**src/hw/rtl/ang_fifo.sv**
```systemverilog
// ----------------------------------------------------------------------------
// ang_fifo
// Small show-ahead queue: the oldest entry is on rdata while empty is low.
// ----------------------------------------------------------------------------
module ang_fifo #(
   parameter int WIDTH = 8,
   parameter int DEPTH = 2
) (
   input  logic             clock,
   input  logic             reset,
   input  logic             push,
   input  logic [WIDTH-1:0] wdata,
   output logic             full,
   input  logic             pop,
   output logic [WIDTH-1:0] rdata,
   output logic             empty
);

   localparam int AW = (DEPTH > 1) ? $clog2(DEPTH) : 1;
   localparam int CW = $clog2(DEPTH + 1);

   logic [WIDTH-1:0] mem_ff [DEPTH];
   logic [AW-1:0]    wr_ptr_ff, wr_ptr_in;
   logic [AW-1:0]    rd_ptr_ff, rd_ptr_in;
   logic [CW-1:0]    count_ff, count_in;
   logic             do_push, do_pop;

   assign full    = (count_ff == CW'(DEPTH));
   assign empty   = (count_ff == '0);
   assign do_push = push && !full;
   assign do_pop  = pop && !empty;
   assign rdata   = mem_ff[rd_ptr_ff];

   always_comb begin
      wr_ptr_in = wr_ptr_ff;
      rd_ptr_in = rd_ptr_ff;
      count_in  = count_ff;
      if (do_push) begin
         wr_ptr_in = (wr_ptr_ff == AW'(DEPTH - 1)) ? '0 : wr_ptr_ff + 1'b1;
      end
      if (do_pop) begin
         rd_ptr_in = (rd_ptr_ff == AW'(DEPTH - 1)) ? '0 : rd_ptr_ff + 1'b1;
      end
      if (do_push && !do_pop) begin
         count_in = count_ff + 1'b1;
      end else if (do_pop && !do_push) begin
         count_in = count_ff - 1'b1;
      end
   end

   always_ff @(posedge clock) begin
      if (reset) begin
         wr_ptr_ff <= '0;
         rd_ptr_ff <= '0;
         count_ff  <= '0;
      end else begin
         wr_ptr_ff <= wr_ptr_in;
         rd_ptr_ff <= rd_ptr_in;
         count_ff  <= count_in;
      end
   end

   always_ff @(posedge clock) begin
      if (do_push) begin
         mem_ff[wr_ptr_ff] <= wdata;
      end
   end

endmodule

```
**config.mk**
```make
export PLATFORM = sky130hd
export DESIGN_NAME = ang_fifo
export DESIGN_NICKNAME = d
export VERILOG_FILES = /design/src/hw/rtl/ang_fifo.sv
export SDC_FILE = /design/constraint.sdc
export NUM_CORES = 1
export LEC_CHECK = 0
export ABC_AREA = 1
export BUFFER_PORTS_ARGS = -buffer_cell sky130_fd_sc_hd__clkbuf_2
export CAP_MARGIN = 25
export CORE_MARGIN = 3
export CORE_UTILIZATION = 49
export CTS_BUF_LIST = sky130_fd_sc_hd__clkbuf_4 sky130_fd_sc_hd__clkbuf_8 sky130_fd_sc_hd__clkbuf_16
export CTS_CLUSTER_DIAMETER = 80
export DETAILED_ROUTE_END_ITERATION = 7
export HOLD_SLACK_MARGIN = 0.12
export PLACE_DENSITY = 0.75
export SYNTH_ARGS = -nofsm -noshare
export SYNTH_HDL_FRONTEND = slang
export SYNTH_SLANG_ARGS = --single-unit
```
**constraint.sdc**
```tcl
create_clock -name clock -period 1.7 [get_ports clock]
set_clock_uncertainty 0.15 [all_clocks]
set_input_delay 0.34 -clock clock [delete_from_list [all_inputs] [get_ports clock]]
set_output_delay 0.34 -clock clock [all_outputs]
set_load 0.01 [all_outputs]
```
# Word-level counts from Yosys, hierarchy flattened
# Memory sizes are Yosys's and may differ from the RTL's. A register that Yosys moved wholly into a read port is not among the register bits.
# Cells that the tools add are included.
[word_totals] out_inout_bits=10 inputBits=12 ramBits=16 ff_bits=4 memories=1
[classes] n_addsub=4 muxes=8 n_eq_ne=1 reduce_logical=10
[memory_table] name="mem_ff" depth=2 width=8 read_ports=1 rd_ports_with_merged_regs=1 write_ports=1 line="22" text="logic [WIDTH-1:0] mem_ff [DEPTH];"
[ops] operator="$mux 1" count=6
[ops] operator="$logic_and 1x1->1" count=4
[ops] operator="$logic_not 1->1" count=4
[ops] operator="$mux 2" count=2
[ops] operator="$add 1x1->1 const B" count=2
[ops] operator="$add 2x1->2 const B" count=1
[ops] operator="$eq 2x2->1 const B" count=1
[ops] operator="$logic_not 2->1" count=1
[ops] operator="$reduce_bool 2->1" count=1
[ops] operator="$sub 2x1->2 const B" count=1

# Logic depth before layout (Yosys ltp)
[logic_depth] word_depth=7 mapped_depth=10 depth_no_buf=10

# Worst setup path after synthesis
# No wires, ideal clock.
[synth_timing] path_type="register to register" startpoint="register count_ff[0]" endpoint="memory mem_ff[1][0] (enable)" setup_slack_ns=0.229 path_buffers=0 synth_period_minus_slack_ns=1.471 arrival_ns=0.951 stages_incl_launch_ff=3 required_ns=1.180 path_cell_list="dfxtp_1 > o21ai_2 > nor2_1"
[synth_between] elab_chain_cells=5
[synth_lines] element="start, declared" line="25" text="logic [CW-1:0] count_ff, count_in;"
[synth_lines] element="start signal, assigned" line="59" text="count_ff <= count_in;"
[synth_lines] element="$eq 2x2->1" line="28" text="assign full = (count_ff == CW'(DEPTH));"
[synth_lines] element="$logic_not 1->1" line="30" text="assign do_push = push && !full;"
[synth_lines] element="$logic_and 1x1->1" line="30"
[synth_lines] element="$mux 1" line="64" text="if (do_push) begin"
[synth_lines] element="$mux 1 (not written as such)" line="65" text="mem_ff[wr_ptr_ff] <= wdata;"
[synth_lines] element="end, declared" line="22"
# Every way passes these cells.

==> impl_metrics.env <==
export IMPL_status="finished clean"
export IMPL_drtIter0Drc=5
export IMPL_finalSetupViolCount=0
export IMPL_rsz0062_at_grt="yes"
export IMPL_overflow=0
export IMPL_io_pins=22
export IMPL_die_h_um=47.1
export IMPL_syn_nets=75
export IMPL_first_global_vias=520
export IMPL_reg2reg_depth=8
export IMPL_place_congestion=0.711
export IMPL_die_area_sq_um=2220
export IMPL_p_per_area_nw_per_um2=1320
export IMPL_vias=555
export IMPL_rr_endpoint="count_ff[1]$_SDFFE_PP0P_"
export IMPL_maxCapViolCount=0
export IMPL_endpoint_kind="output pin"
export IMPL_path_buf_inv=1
export IMPL_n_antenna_cell=0
export IMPL_cp_cell_sequence="mux2_2, clkbuf_2"
export IMPL_multi_input_area_sq_um=213
export IMPL_grt_pass1_wl_um=2210
export IMPL_cts_sinks=21
export IMPL_viasPerCell=4.91
export IMPL_cp_max_fo=8
export IMPL_yosysSeqAreaShare_pct=70.1
export IMPL_core_area_sq_um=1540
export IMPL_path_clk_slew_ns=0.11
export IMPL_yosysWarnings=0
export IMPL_ctsLongestPathBuffers=2
export IMPL_root_buffer="clkbuf_4"
export IMPL_cp_endpoint="rdata[3]"
export IMPL_max_freq_mhz=592
export IMPL_cp_top_family="flip-flops"
export IMPL_h_tree_depth=1
export IMPL_timing_hold_violations_final=0
export IMPL_ff_latch_area_sq_um=584
export IMPL_r2r_start="count_ff[0]$_SDFFE_PP0P_"
export IMPL_slew_limit_headroom_pct=79.5
export IMPL_antenna_found_initial=0
export IMPL_syn_to_final_growth_pct=31.9
export IMPL_drt_drc_violations_left=0
export IMPL_io_buffers=21
export IMPL_drv_slew=0
export IMPL_grt_max_degree=13
export IMPL_synth_cell_types=16
export IMPL_critPathRequiredTime_ns=1.21
export IMPL_clk_latency_ns=0.30
export IMPL_worst_pin_slew_ns=0.307
export IMPL_layout_nets=111
export IMPL_path_class="reg2out"
export IMPL_routedWlPerCell_um=12.5
export IMPL_hp_class="in2reg"
export IMPL_synth_cells=62
export IMPL_chipWidth_um=47.1
export IMPL_cpPeakStageDelay_ns=0.43
export IMPL_hold_ws_ns=0.163
export IMPL_start_util_pct=53.7
export IMPL_ys_ff_latch=21
export IMPL_drive_gt1_share_pct=43.3
export IMPL_path_depth=2
export IMPL_start_kind="register"
export IMPL_final_util_pct=70.9
export IMPL_regToRegSetupSlack_ns=0.17
export IMPL_core_rowCount=14
export IMPL_ir_drop_mv=0.809
export IMPL_tns_ns=0
export IMPL_fill_cells=117
export IMPL_p_leak_nw=0.468
export IMPL_netlist_area_sq_um=828
export IMPL_cp_arrival_ns=1.20
export IMPL_ant_nets=0
export IMPL_grtUsageTotal_pct=14.8
export IMPL_cts_tree="built"
export IMPL_cts_buffers=3
export IMPL_drt_first_pass_iters=4
export IMPL_syn_area_per_cell_sq_um=13.4
export IMPL_wl_um=1410
export IMPL_fin_crit_ns=1.69
export IMPL_dp_hpwl_um=1040
export IMPL_cpMaxStageDelayCell="dfxtp_4"
export IMPL_p_total_w=0.00144
export IMPL_period_share_pct=99.3
-- flip-flops by register name, summed over array words and instances (netlist names), named ones only --
register / cells
mem_ff: 16
count_ff: 2
rd_ptr_ff: 1
wr_ptr_ff: 1
-- power by group --
group          internal [W]  switching, W
Sequential         0.000658     0.0000663
Clock             0.0000877      0.000143
Combinational      0.000242      0.000245
Total              0.000988      0.000454
-- layer usage --
layer | routed length, um | vias up | global-route usage [%] | part of all wire [%]
met2 | 745 | 14 | 26.6 | 53
met5 | 0 | - | 0 | 0
li1 | - | 284 | - | -
met1 | 573 | 255 | 17.0 | 41
met4 | 19 | 0 | 5.52 | 1.3
met3 | 71 | 2 | 3.45 | 5.0
-- per-stage QoR --
step	instance area, sq um	cells	setup WS (ns)
global route	1090	113	-0.0399
CTS	1090	113	-0.0128
floorplan	828	62	0.229
global placement	971	101	0.187
detailed placement	971	101	0.175
finish	1090	113	0.0118
-- Yosys cell counts --
master | n | area, sq um
nand2_1 | 4 | 15.0
o21ai_0 | 2 | 10.0
nand3_1 | 1 | 5.00
nor2_1 | 9 | 33.8
edfxtp_1 | 16 | 480
dfxtp_1 | 5 | 100
o21ai_1 | 1 | 5.00
inv_2 | 2 | 7.51
and2_4 | 1 | 8.76
ha_1 | 1 | 12.5
mux2_2 | 8 | 90.1
a21oi_1 | 1 | 5.00
o21ai_2 | 2 | 17.5
buf_2 | 1 | 5.00
inv_1 | 7 | 26.3
nand4_1 | 1 | 6.26
-- worst min-delay path, cell delays in order --
cell	delay, ns
clkbuf_2	0.07
inv_1	0.06
nand2_1	0.07
nor2_1	0.04
-- cell families after synthesis --
family / Yosys count / share of synthesized area [%]
flip-flops: 21 / 70.1
adder cells (fa/ha/maj): 1 / 1.51
AO/OA/AOI/OAI: 6 / 4.53
buffers and inverters: 10 / 4.68
AND/OR/NAND/NOR: 16 / 8.31
multiplexers: 8 / 10.9
-- layout by cell type, fill, tap and decap left out, drive strengths merged --
| master | count |
|---|---|
| inv | 9 |
| o21ai | 5 |
| nand3 | 1 |
| clkbuf | 23 |
| and2 | 1 |
| mux2 | 8 |
| buf | 4 |
| dfxtp | 5 |
| nand4 | 1 |
| ha | 1 |
| dlygate4sd3 | 8 |
| nor2 | 9 |
| a21oi | 1 |
| clkinv | 1 |
| nand2 | 4 |
| edfxtp | 16 |
-- layout make-up --
class                           instances  share of cell area [%]
Tap cell                               16                    1.83
Multi-Input combinational cell         31                    19.5
Clock buffer                            3                    2.06
Clock inverter                          1                   0.458
Sequential cell                        21                    53.5
Inverter                                9                    3.09
Timing Repair Buffer                   32                    19.6
-- timing repair --
action / CTS / global route
endpoints found under the hold margin: 16 / 0
gates resized for setup: 3 / 3
setup buffers: 0 / 0
pin swaps: 0 / 1
setup endpoints to repair: 8 / 9
hold buffers: 8 / 0
-- worst min path at each step --
stage,from,to,depth (start not counted)
CTS,reset,count_ff[1]$_SDFFE_PP0P_,4
finish,reset,count_ff[1]$_SDFFE_PP0P_,4
detailed placement,wr_ptr_ff$_SDFFE_PP0N_,wr_ptr_ff$_SDFFE_PP0N_,2
floorplan,wdata[0],mem_ff[0][0]$_DFFE_PP_,0
global route,reset,count_ff[1]$_SDFFE_PP0P_,4
global placement,wr_ptr_ff$_SDFFE_PP0N_,wr_ptr_ff$_SDFFE_PP0N_,2
Note: power is estimated with default switching activity, not from simulation.
