### config.mk
export PLATFORM = sky130hd
export DESIGN_NAME = ang_front
export DESIGN_NICKNAME = d
export VERILOG_FILES = /design/src/hw/rtl/ang_pkg.sv /design/src/hw/rtl/ang_front.sv
export SDC_FILE = /design/constraint.sdc
export NUM_CORES = 2
export LEC_CHECK = 0
export BUFFER_PORTS_ARGS = -buffer_cell sky130_fd_sc_hd__buf_2
export CELL_PAD_IN_SITES_DETAIL_PLACEMENT = 1
export CELL_PAD_IN_SITES_GLOBAL_PLACEMENT = 1
export CORE_ASPECT_RATIO = 0.7
export CORE_MARGIN = 2
export CORE_UTILIZATION = 25
export CTS_BUF_LIST = sky130_fd_sc_hd__clkbuf_8
export CTS_CLUSTER_DIAMETER = 80
export DETAILED_ROUTE_END_ITERATION = 8
export PLACE_DENSITY = 0.51
export SLEW_MARGIN = 25
export SYNTH_ARGS = -nofsm -noshare
export SYNTH_HDL_FRONTEND = slang
export SYNTH_SLANG_ARGS = --single-unit
### constraint.sdc
create_clock -name clock -period 39.9 [get_ports clock]
set_clock_uncertainty 0.1 [all_clocks]
set_input_delay 3.99 -clock clock [delete_from_list [all_inputs] [get_ports clock]]
set_output_delay 3.99 -clock clock [all_outputs]
set_load 0.01 [all_outputs]
### src/hw/rtl/ang_pkg.sv
// ----------------------------------------------------------------------------
// ang_pkg
// Shared types and constants of the audio noise gate: sample and gain
// formats, register indexes and reset values, and the queue entry layouts.
// ----------------------------------------------------------------------------
package ang_pkg;

   localparam int MAX_CHANNELS   = 8;
   localparam int SAMPLE_BITS    = 24;
   localparam int GAIN_FRAC_BITS = 16;
   localparam int GAIN_BITS      = GAIN_FRAC_BITS + 1;
   localparam int LEVEL_BITS     = SAMPLE_BITS + 1;
   localparam int HOLD_BITS      = 20;
   localparam int CH_BITS        = 4;
   localparam int STEP_BITS      = 17;
   localparam int CSR_ADDR_BITS  = 3;
   localparam int CSR_DATA_BITS  = 24;
   localparam int PROD_BITS      = SAMPLE_BITS + GAIN_BITS + 1;

   localparam logic [GAIN_BITS-1:0] UNITY    = GAIN_BITS'(1 << GAIN_FRAC_BITS);
   localparam logic [HOLD_BITS-1:0] HOLD_MAX = '1;

   localparam logic [CSR_ADDR_BITS-1:0] CSR_ACTIVE_CHANNELS = 3'd0;
   localparam logic [CSR_ADDR_BITS-1:0] CSR_OPEN_LIMIT      = 3'd1;
   localparam logic [CSR_ADDR_BITS-1:0] CSR_CLOSE_LIMIT     = 3'd2;
   localparam logic [CSR_ADDR_BITS-1:0] CSR_DECAY_STEP      = 3'd3;
   localparam logic [CSR_ADDR_BITS-1:0] CSR_ATTACK_STEP     = 3'd4;
   localparam logic [CSR_ADDR_BITS-1:0] CSR_RELEASE_STEP    = 3'd5;
   localparam logic [CSR_ADDR_BITS-1:0] CSR_HOLD_FRAMES     = 3'd6;

   localparam logic [CH_BITS-1:0]     RST_ACTIVE_CHANNELS = 4'd2;
   localparam logic [SAMPLE_BITS-1:0] RST_OPEN_LIMIT      = 24'd420430;
   localparam logic [SAMPLE_BITS-1:0] RST_CLOSE_LIMIT     = 24'd210715;
   localparam logic [SAMPLE_BITS-1:0] RST_DECAY_STEP      = 24'd328;
   localparam logic [STEP_BITS-1:0]   RST_ATTACK_STEP     = 17'd55;
   localparam logic [STEP_BITS-1:0]   RST_RELEASE_STEP    = 17'd9;
   localparam logic [HOLD_BITS-1:0]   RST_HOLD_FRAMES     = 20'd9600;

   typedef logic signed [SAMPLE_BITS-1:0] sample_type;
   typedef sample_type [MAX_CHANNELS-1:0] frame_type;

   typedef struct packed {
      logic [CH_BITS-1:0]     active_channels;
      logic [SAMPLE_BITS-1:0] open_limit;
      logic [SAMPLE_BITS-1:0] close_limit;
      logic [SAMPLE_BITS-1:0] decay_step;
      logic [STEP_BITS-1:0]   attack_step;
      logic [STEP_BITS-1:0]   release_step;
      logic [HOLD_BITS-1:0]   hold_frames;
   } cfg_type;

   typedef struct packed {
      frame_type            samples;
      logic [GAIN_BITS-1:0] gain;
      logic                 gate_open;
   } mid_type;

   typedef struct packed {
      frame_type outs;
      logic      gate_open;
   } rsp_type;

endpackage

### src/hw/rtl/ang_front.sv
// ----------------------------------------------------------------------------
// ang_front
// Front end: takes frames, finds the peak magnitude over the active
// channels and advances the gate state, level, hold count and gain.
// ----------------------------------------------------------------------------
module ang_front (
   input  logic              clock,
   input  logic              reset,
   input  ang_pkg::cfg_type  cfg,
   input  logic              req_push,
   output logic              req_full,
   input  ang_pkg::frame_type req_frame,
   output logic              mid_push,
   output ang_pkg::mid_type  mid_wdata,
   input  logic              mid_full
);
   import ang_pkg::*;

   logic                   adv;
   logic                   accept;
   logic [SAMPLE_BITS-1:0] mag_in [MAX_CHANNELS];
   logic [SAMPLE_BITS-1:0] peak_in;

   logic                   s1_valid_ff;
   frame_type              s1_frame_ff;
   logic [SAMPLE_BITS-1:0] s1_mag_ff [MAX_CHANNELS];
   logic                   s2_valid_ff;
   frame_type              s2_frame_ff;
   logic [SAMPLE_BITS-1:0] s2_peak_ff;

   logic                         gate_ff, gate_in;
   logic signed [LEVEL_BITS-1:0] held_ff, held_in;
   logic [GAIN_BITS-1:0]         gain_ff, gain_in;
   logic [HOLD_BITS-1:0]         hold_ff, hold_in;

   logic                         opened;
   logic                         closing;
   logic signed [LEVEL_BITS-1:0] peak_s;
   logic signed [LEVEL_BITS-1:0] top;
   logic [GAIN_BITS:0]           gain_sum;
   logic [HOLD_BITS-1:0]         hold_base;
   logic [HOLD_BITS-1:0]         hold_inc;

   assign adv      = !(s2_valid_ff && mid_full);
   assign req_full = !adv;
   assign accept   = req_push && adv;
   assign mid_push = s2_valid_ff && adv;

   // channel 0 always feeds the peak
   always_comb begin
      for (int k = 0; k < MAX_CHANNELS; k++) begin
         if (k == 0 || CH_BITS'(k) < cfg.active_channels) begin
            mag_in[k] = req_frame[k][SAMPLE_BITS-1] ? SAMPLE_BITS'(-req_frame[k])
                                                     : SAMPLE_BITS'(req_frame[k]);
         end else begin
            mag_in[k] = '0;
         end
      end
   end

   always_comb begin
      peak_in = s1_mag_ff[0];
      for (int k = 1; k < MAX_CHANNELS; k++) begin
         if (s1_mag_ff[k] > peak_in) begin
            peak_in = s1_mag_ff[k];
         end
      end
   end

   always_comb begin
      opened   = gate_ff || (s2_peak_ff > cfg.open_limit);
      closing  = opened && (held_ff < $signed({1'b0, cfg.close_limit}));
      gate_in  = opened && !closing;

      peak_s   = $signed({1'b0, s2_peak_ff});
      top      = (held_ff > peak_s) ? held_ff : peak_s;
      held_in  = top - $signed({1'b0, cfg.decay_step});

      gain_sum  = {1'b0, gain_ff} + {1'b0, cfg.attack_step};
      hold_base = closing ? '0 : hold_ff;
      hold_inc  = (hold_base == HOLD_MAX) ? hold_base : hold_base + 1'b1;

      gain_in = gain_ff;
      hold_in = hold_ff;
      if (gate_in) begin
         gain_in = (gain_sum > {1'b0, UNITY}) ? UNITY : gain_sum[GAIN_BITS-1:0];
      end else begin
         hold_in = hold_inc;
         if (hold_inc > cfg.hold_frames) begin
            gain_in = (gain_ff > cfg.release_step) ? gain_ff - cfg.release_step : '0;
         end
      end
   end

   assign mid_wdata.samples   = s2_frame_ff;
   assign mid_wdata.gain      = gain_in;
   assign mid_wdata.gate_open = gate_in;

   always_ff @(posedge clock) begin
      if (reset) begin
         s1_valid_ff <= 1'b0;
         s2_valid_ff <= 1'b0;
         gate_ff     <= 1'b0;
         held_ff     <= '0;
         gain_ff     <= '0;
         hold_ff     <= '0;
      end else begin
         if (adv) begin
            s1_valid_ff <= accept;
            s2_valid_ff <= s1_valid_ff;
         end
         if (mid_push) begin
            gate_ff <= gate_in;
            held_ff <= held_in;
            gain_ff <= gain_in;
            hold_ff <= hold_in;
         end
      end
   end

   always_ff @(posedge clock) begin
      if (adv) begin
         s1_frame_ff <= req_frame;
         s1_mag_ff   <= mag_in;
         s2_frame_ff <= s1_frame_ff;
         s2_peak_ff  <= peak_in;
      end
   end

endmodule

=== After elaboration in Yosys (flattened, before gate mapping) ===
Index checks and enable logic that the tools add are counted.

* Add/sub/neg operators: 12
* $lt $le $gt $ge: 20
* Eq/ne operators: 1
* Muxes and demuxes: 22
* Bitwise logic cells: 1
* Reductions and logical operators: 16

{| class="wikitable"
|+ Operators with widths
! operator !! number
|-
| 24-bit > comparator || 8
|-
| 24-bit negation || 8
|-
| 23-bit two-way mux || 8
|-
| 24-bit two-way mux || 7
|-
| 17-bit two-way mux || 4
|-
| 20-bit two-way mux || 2
|-
| 25-bit > comparator || 1
|-
| 25-bit < comparator || 1
|-
| 25-bit two-way mux || 1
|-
| 25-bit subtractor || 1
|-
| 20-bit by 1-bit adder with 20-bit output, second input constant || 1
|-
| 20-bit equality test, second input constant || 1
|-
| 20-bit > comparator || 1
|-
| 17-bit by 17-bit adder with 18-bit output || 1
|-
| 18-bit by 17-bit > comparator with 1-bit output, second input constant || 1
|-
| 17-bit > comparator || 1
|-
| 17-bit subtractor || 1
|-
| 3-bit by 4-bit < comparator with 1-bit output, first input constant || 4
|-
| 2-bit AND reduction || 8
|-
| 2-bit by 4-bit < comparator with 1-bit output, first input constant || 2
|-
| 1-bit logical AND || 5
|-
| 1-bit by 4-bit < comparator with 1-bit output, first input constant || 1
|-
| 1-bit zero test || 2
|-
| 1-bit logical OR || 1
|-
| 1-bit NOT || 1
|}

* Flip-flop bits (word level): 665
* Bits of input ports: 326
* Output and inout bits: 212

=== Logic depth before layout (Yosys ltp) ===
* Depth after elaboration: 14
* Mapped depth: 98

=== Worst setup path before layout ===
Ideal clock, no wire load.

* Kind: input to output
* From: input mid_full
* To: output req_full
* Arrival time: 18.309 ns
* Required time: 35.810 ns
* Path slack: 17.501 ns
* Stages: 2
* Path through: nand2_1 inv_1

* Cells in the longest elaborated chain, start to end: 1

{| class="wikitable"
|+ Ends and longest elaborated chain
! what !! RTL line !! source
|-
| start: declaration || ang_front.sv:15 || <nowiki>input logic mid_full</nowiki>
|-
| 1-bit logical AND || ang_front.sv:44 || <nowiki>assign adv = !(s2_valid_ff && mid_full);</nowiki>
|-
| end: declaration || ang_front.sv:11 || <nowiki>output logic req_full,</nowiki>
|}

No other way between the ends.

=== Worst setup path in the final report ===
* From: register s1_mag_ff[161] (netlist name)
* To: register s2_peak_ff[0] (data pin)

* Cells in the longest elaborated chain, start to end: 14

{| class="wikitable"
|+ Ends and longest elaborated chain
! what !! RTL line !! source
|-
| start: declaration || ang_front.sv:26 || <nowiki>logic [SAMPLE_BITS-1:0] s1_mag_ff [MAX_CHANNELS];</nowiki>
|-
| start signal: assignment || ang_front.sv:124 || <nowiki>s1_mag_ff <= mag_in;</nowiki>
|-
| 24-bit > comparator || ang_front.sv:64 || <nowiki>if (s1_mag_ff[k] > peak_in) begin</nowiki>
|-
| 24-bit two-way mux (*) || ang_front.sv:64 ||
|-
| 24-bit > comparator || ang_front.sv:64 ||
|-
| 24-bit two-way mux (*) || ang_front.sv:64 ||
|-
| 24-bit > comparator || ang_front.sv:64 ||
|-
| 24-bit two-way mux (*) || ang_front.sv:64 ||
|-
| 24-bit > comparator || ang_front.sv:64 ||
|-
| 24-bit two-way mux (*) || ang_front.sv:64 ||
|-
| 24-bit > comparator || ang_front.sv:64 ||
|-
| 24-bit two-way mux (*) || ang_front.sv:64 ||
|-
| 24-bit > comparator || ang_front.sv:64 ||
|-
| 24-bit two-way mux (*) || ang_front.sv:64 ||
|-
| 24-bit > comparator || ang_front.sv:64 ||
|-
| 24-bit two-way mux (*) || ang_front.sv:64 ||
|-
| named net peak_in[0] || ang_front.sv:22 || <nowiki>logic [SAMPLE_BITS-1:0] peak_in;</nowiki>
|-
| end signal: assignment || ang_front.sv:126 || <nowiki>s2_peak_ff <= peak_in;</nowiki>
|-
| end: declaration || ang_front.sv:29 || <nowiki>logic [SAMPLE_BITS-1:0] s2_peak_ff;</nowiki>
|}

Mark *: on every way through the listed nets, which the timed path passes. The rest lies on a longest branch.
A chain may end at the register's enable or synchronous reset.

==> flow_metrics.tcl <==
set metrics [dict create \
    worst-path-max-fanout 28 \
    most_common_cell_after_layout_fill_and_taps_aside "sky130_fd_sc_hd__edfxtp_1" \
    synth-async-reset-ratio_pct 0 \
    placedInstanceArea_mm2 0.0424 \
    grt_start_max_net_pins 169 \
    total_power_mw 2.70 \
    cts-root-to-sink-buffers 3 \
    antenna_violations_before_repair 26 \
    worst_slack_ns 19.49 \
    routed_via_density 4.51 \
    core_ar_mm2 0.148 \
    die_h_um 327 \
    power.density_mw_per_mm2 60.3 \
    cp.depth 83 \
    min-delay-start "s1_frame_ff[27]" \
    fin_tns_setup_ns 0 \
    mappedNetlistNets 3997 \
    worst_ep_arrival_time_ns 20.92 \
    worst_pin_slew_ns 0.987 \
    cpPeakStageDelay_ns 0.77 \
    via_count 27200 \
    tritoncts.num_buffers 115 \
    cts_tree "built" \
    cp_slowest_cell "sky130_fd_sc_hd__o21ai_4" \
    postCtsSetupRepairBufs 0 \
    slew_headroom_pct 33.6 \
    fin_area_mm2 0.0447 \
    avgSynthCellArea_um2 11.1 \
    clk_latency_ns 0.87 \
    worst_hold_path.num_cells 0 \
    dpl_worst_slack_ns 19.40 \
    synth_largest_type_area_fraction_pct 48.2 \
    grt_pass1_vias 28000 \
    port_buffers 537 \
    drive_gt1_share_pct 20.7 \
    rsz0062_at_grt "false" \
    required_ns 40.41 \
    worstSetupEndpointType "flip-flop" \
    post-route-min-period_ns 20.41 \
    finalWirelength_um 122000 \
    critPathBufInv 6 \
    initial_core_util_pct 25.2 \
    maxCapViolations 0 \
    grt_pass1_wl_um 181000 \
    detailed_place_hpwl_um 95300 \
    timing.rr.start "s1_mag_ff[161]" \
    wire_per_inst_um 20.3 \
    critPathLaunchType "flip-flop" \
    synthFlopType "sky130_fd_sc_hd__edfxtp_1" \
    synth-seq-area-share_pct 51.6 \
    achievable-frequency_mhz 49.0 \
    die_width_um 466 \
    clock_transition_at_the_registers_of_the_reported_paths_ns 0.07 \
    clock-root-buffer "sky130_fd_sc_hd__clkbuf_8" \
    power_leakage_nw 19.7 \
    number_of_library_cell_types_mapped_by_synthesis 83 \
    critPathMostFrequentCell "sky130_fd_sc_hd__a21oi_1" \
    drc 0 \
    timing_worst_setup_path_type "reg -> reg" \
    post_synth_main_area_contributors "sky130_fd_sc_hd__edfxtp_1 48%, sky130_fd_sc_hd__ha_1 11%, sky130_fd_sc_hd__inv_1 3.7%, sky130_fd_sc_hd__dfxtp_1 3.5%, sky130_fd_sc_hd__xor2_1 3.1%" \
    overflow 0 \
    synth-edff-count 599 \
    gr-usage-all-layers_pct 15.8 \
    cp_top_family "compound AO/OA/AOI/OAI gates" \
    max-vdd-ir-drop_mv 0.0432 \
    hold_class "reg -> reg" \
    finalSetupViolations 0 \
    number_of_i_o_pins 538 \
    detailedRoute.firstPassIterationCount 5 \
    worst-r2r-cell-count 83 \
    post_synthesis_instance_area_mm2 0.0374 \
    outcome "finished, final reports clean" \
    total_die_area_mm2 0.153 \
    synth_top_cell_by_area "sky130_fd_sc_hd__edfxtp_1" \
    nNetsFinal 4586 \
    starting_drc_count_in_detailed_routing 1623 \
    globalplace.congestion 0.816 \
    crit_start "s1_mag_ff[161]" \
    synth.ff_latch_count 664 \
    synthesis.yosys.warnings 0 \
    clock_sinks 664 \
    ctsResizeCount 0 \
    cts-hold-fix-buffers 0 \
    worst-r2r-setup-slack_ns 19.49 \
    clock_tree.htree_level_count 3 \
    final-max-slew-violation-count 0 \
    syn-instance-count 3351 \
    drtAntennaViolNets 0 \
    floorplan.rows 118 \
    final.period_utilization_pct 51.2 \
    final_hold_viol_count 0 \
    most_used_cells_in_the_layout_excluding_fill_and_tap_cells "599 x sky130_fd_sc_hd__edfxtp_1, 537 x sky130_fd_sc_hd__buf_2, 386 x sky130_fd_sc_hd__inv_1, 317 x sky130_fd_sc_hd__ha_1, 230 x sky130_fd_sc_hd__nor2_1" \
    areaGrowthSynthToFinish_pct 19.7 \
]
==> cells by family (layout without fill, tap and decap cells) <==
family | Yosys count | in the layout | share of synthesized area (%)
AO/OA/AOI/OAI | 637 | 637 | 10.8
XOR/XNOR | 222 | 222 | 5.21
multiplexers | 176 | 176 | 5.07
flip-flops | 664 | 664 | 51.6
buffers and inverters | 456 | 1140 | 4.70
adder cells (fa/ha/maj) | 321 | 321 | 10.8
AND/OR/NAND/NOR | 875 | 875 | 11.8
other | 0 | 10 | 0
==> state kept, by name, summed over array words and instances, names as in the netlist <==
name,flops
s1_valid_ff,1
s2_valid_ff,1
s1_frame_ff,192
s2_peak_ff,24
gain_ff,17
s1_mag_ff,191
held_ff,25
hold_ff,20
mid_wdata,192
gate_ff,1
==> metal layers <==
| metal | global-route usage (%) | vias to the layer above | share of wire (%) |
|---|---|---|---|
| met3 | 3.87 | 192 | 5.3 |
| met4 | 4.26 | 12 | 2.6 |
| li1 | - | 13300 | - |
| met2 | 23.9 | 547 | 43 |
| met1 | 22.3 | 13100 | 49 |
| met5 | 0 | - | 0.069 |
==> layout make-up <==
type	count	area, um2
tap	1980	2480
sequential	664	19300
timing repair buffer	563	2900
clock buffer	118	1620
clock inverter	94	681
antenna	10	25.0
inverter	365	1370
multi-input combinational	2231	16400
fill	16700	103000
==> where the power goes <==
part	internal [mW]	switching (mW)
Combinational	0.483	0.654
Sequential	0.853	0.0555
Clock	0.335	0.314
==> stage by stage <==
| step | std cells | hold slack, ns | utilization [%] |
|---|---|---|---|
| finish | 6025 | 0.284 | 30.2 |
| CTS | 6015 | 0.265 | 30.2 |
| floorplan | 3351 | 0.300 | - |
| detailed placement | 5803 | 0.305 | 28.6 |
| global route | 6021 | 0.268 | 30.2 |
| global placement | 5802 | 0.300 | 28.6 |
==> Yosys cell counts (all sizes together) (10+ instances only) <==
cell type / number
nand3b: 14
nor3: 33
or4: 33
nor4: 15
a211oi: 12
a21oi: 160
mux2: 73
a31oi: 24
or2: 16
xor2: 132
ha: 317
buf: 22
a21o: 61
xnor2: 90
o21a: 13
o41ai: 24
nor2b: 49
and3: 15
clkbuf: 69
inv: 364
nand3: 38
o31ai: 52
nor2: 230
o21ai: 208
mux2i: 103
dfxtp: 65
nand2: 215
or3: 41
edfxtp: 599
nand4: 62
nand2b: 56
and2: 37
a22o: 10
==> final timing paths <==
| path | to |
|---|---|
| max | s2_peak_ff[0] |
| min | mid_wdata[45] |
| max reg2reg | s2_peak_ff[0] |
| min reg2reg | mid_wdata[45] |
Power figures use the tool's default switching activity.
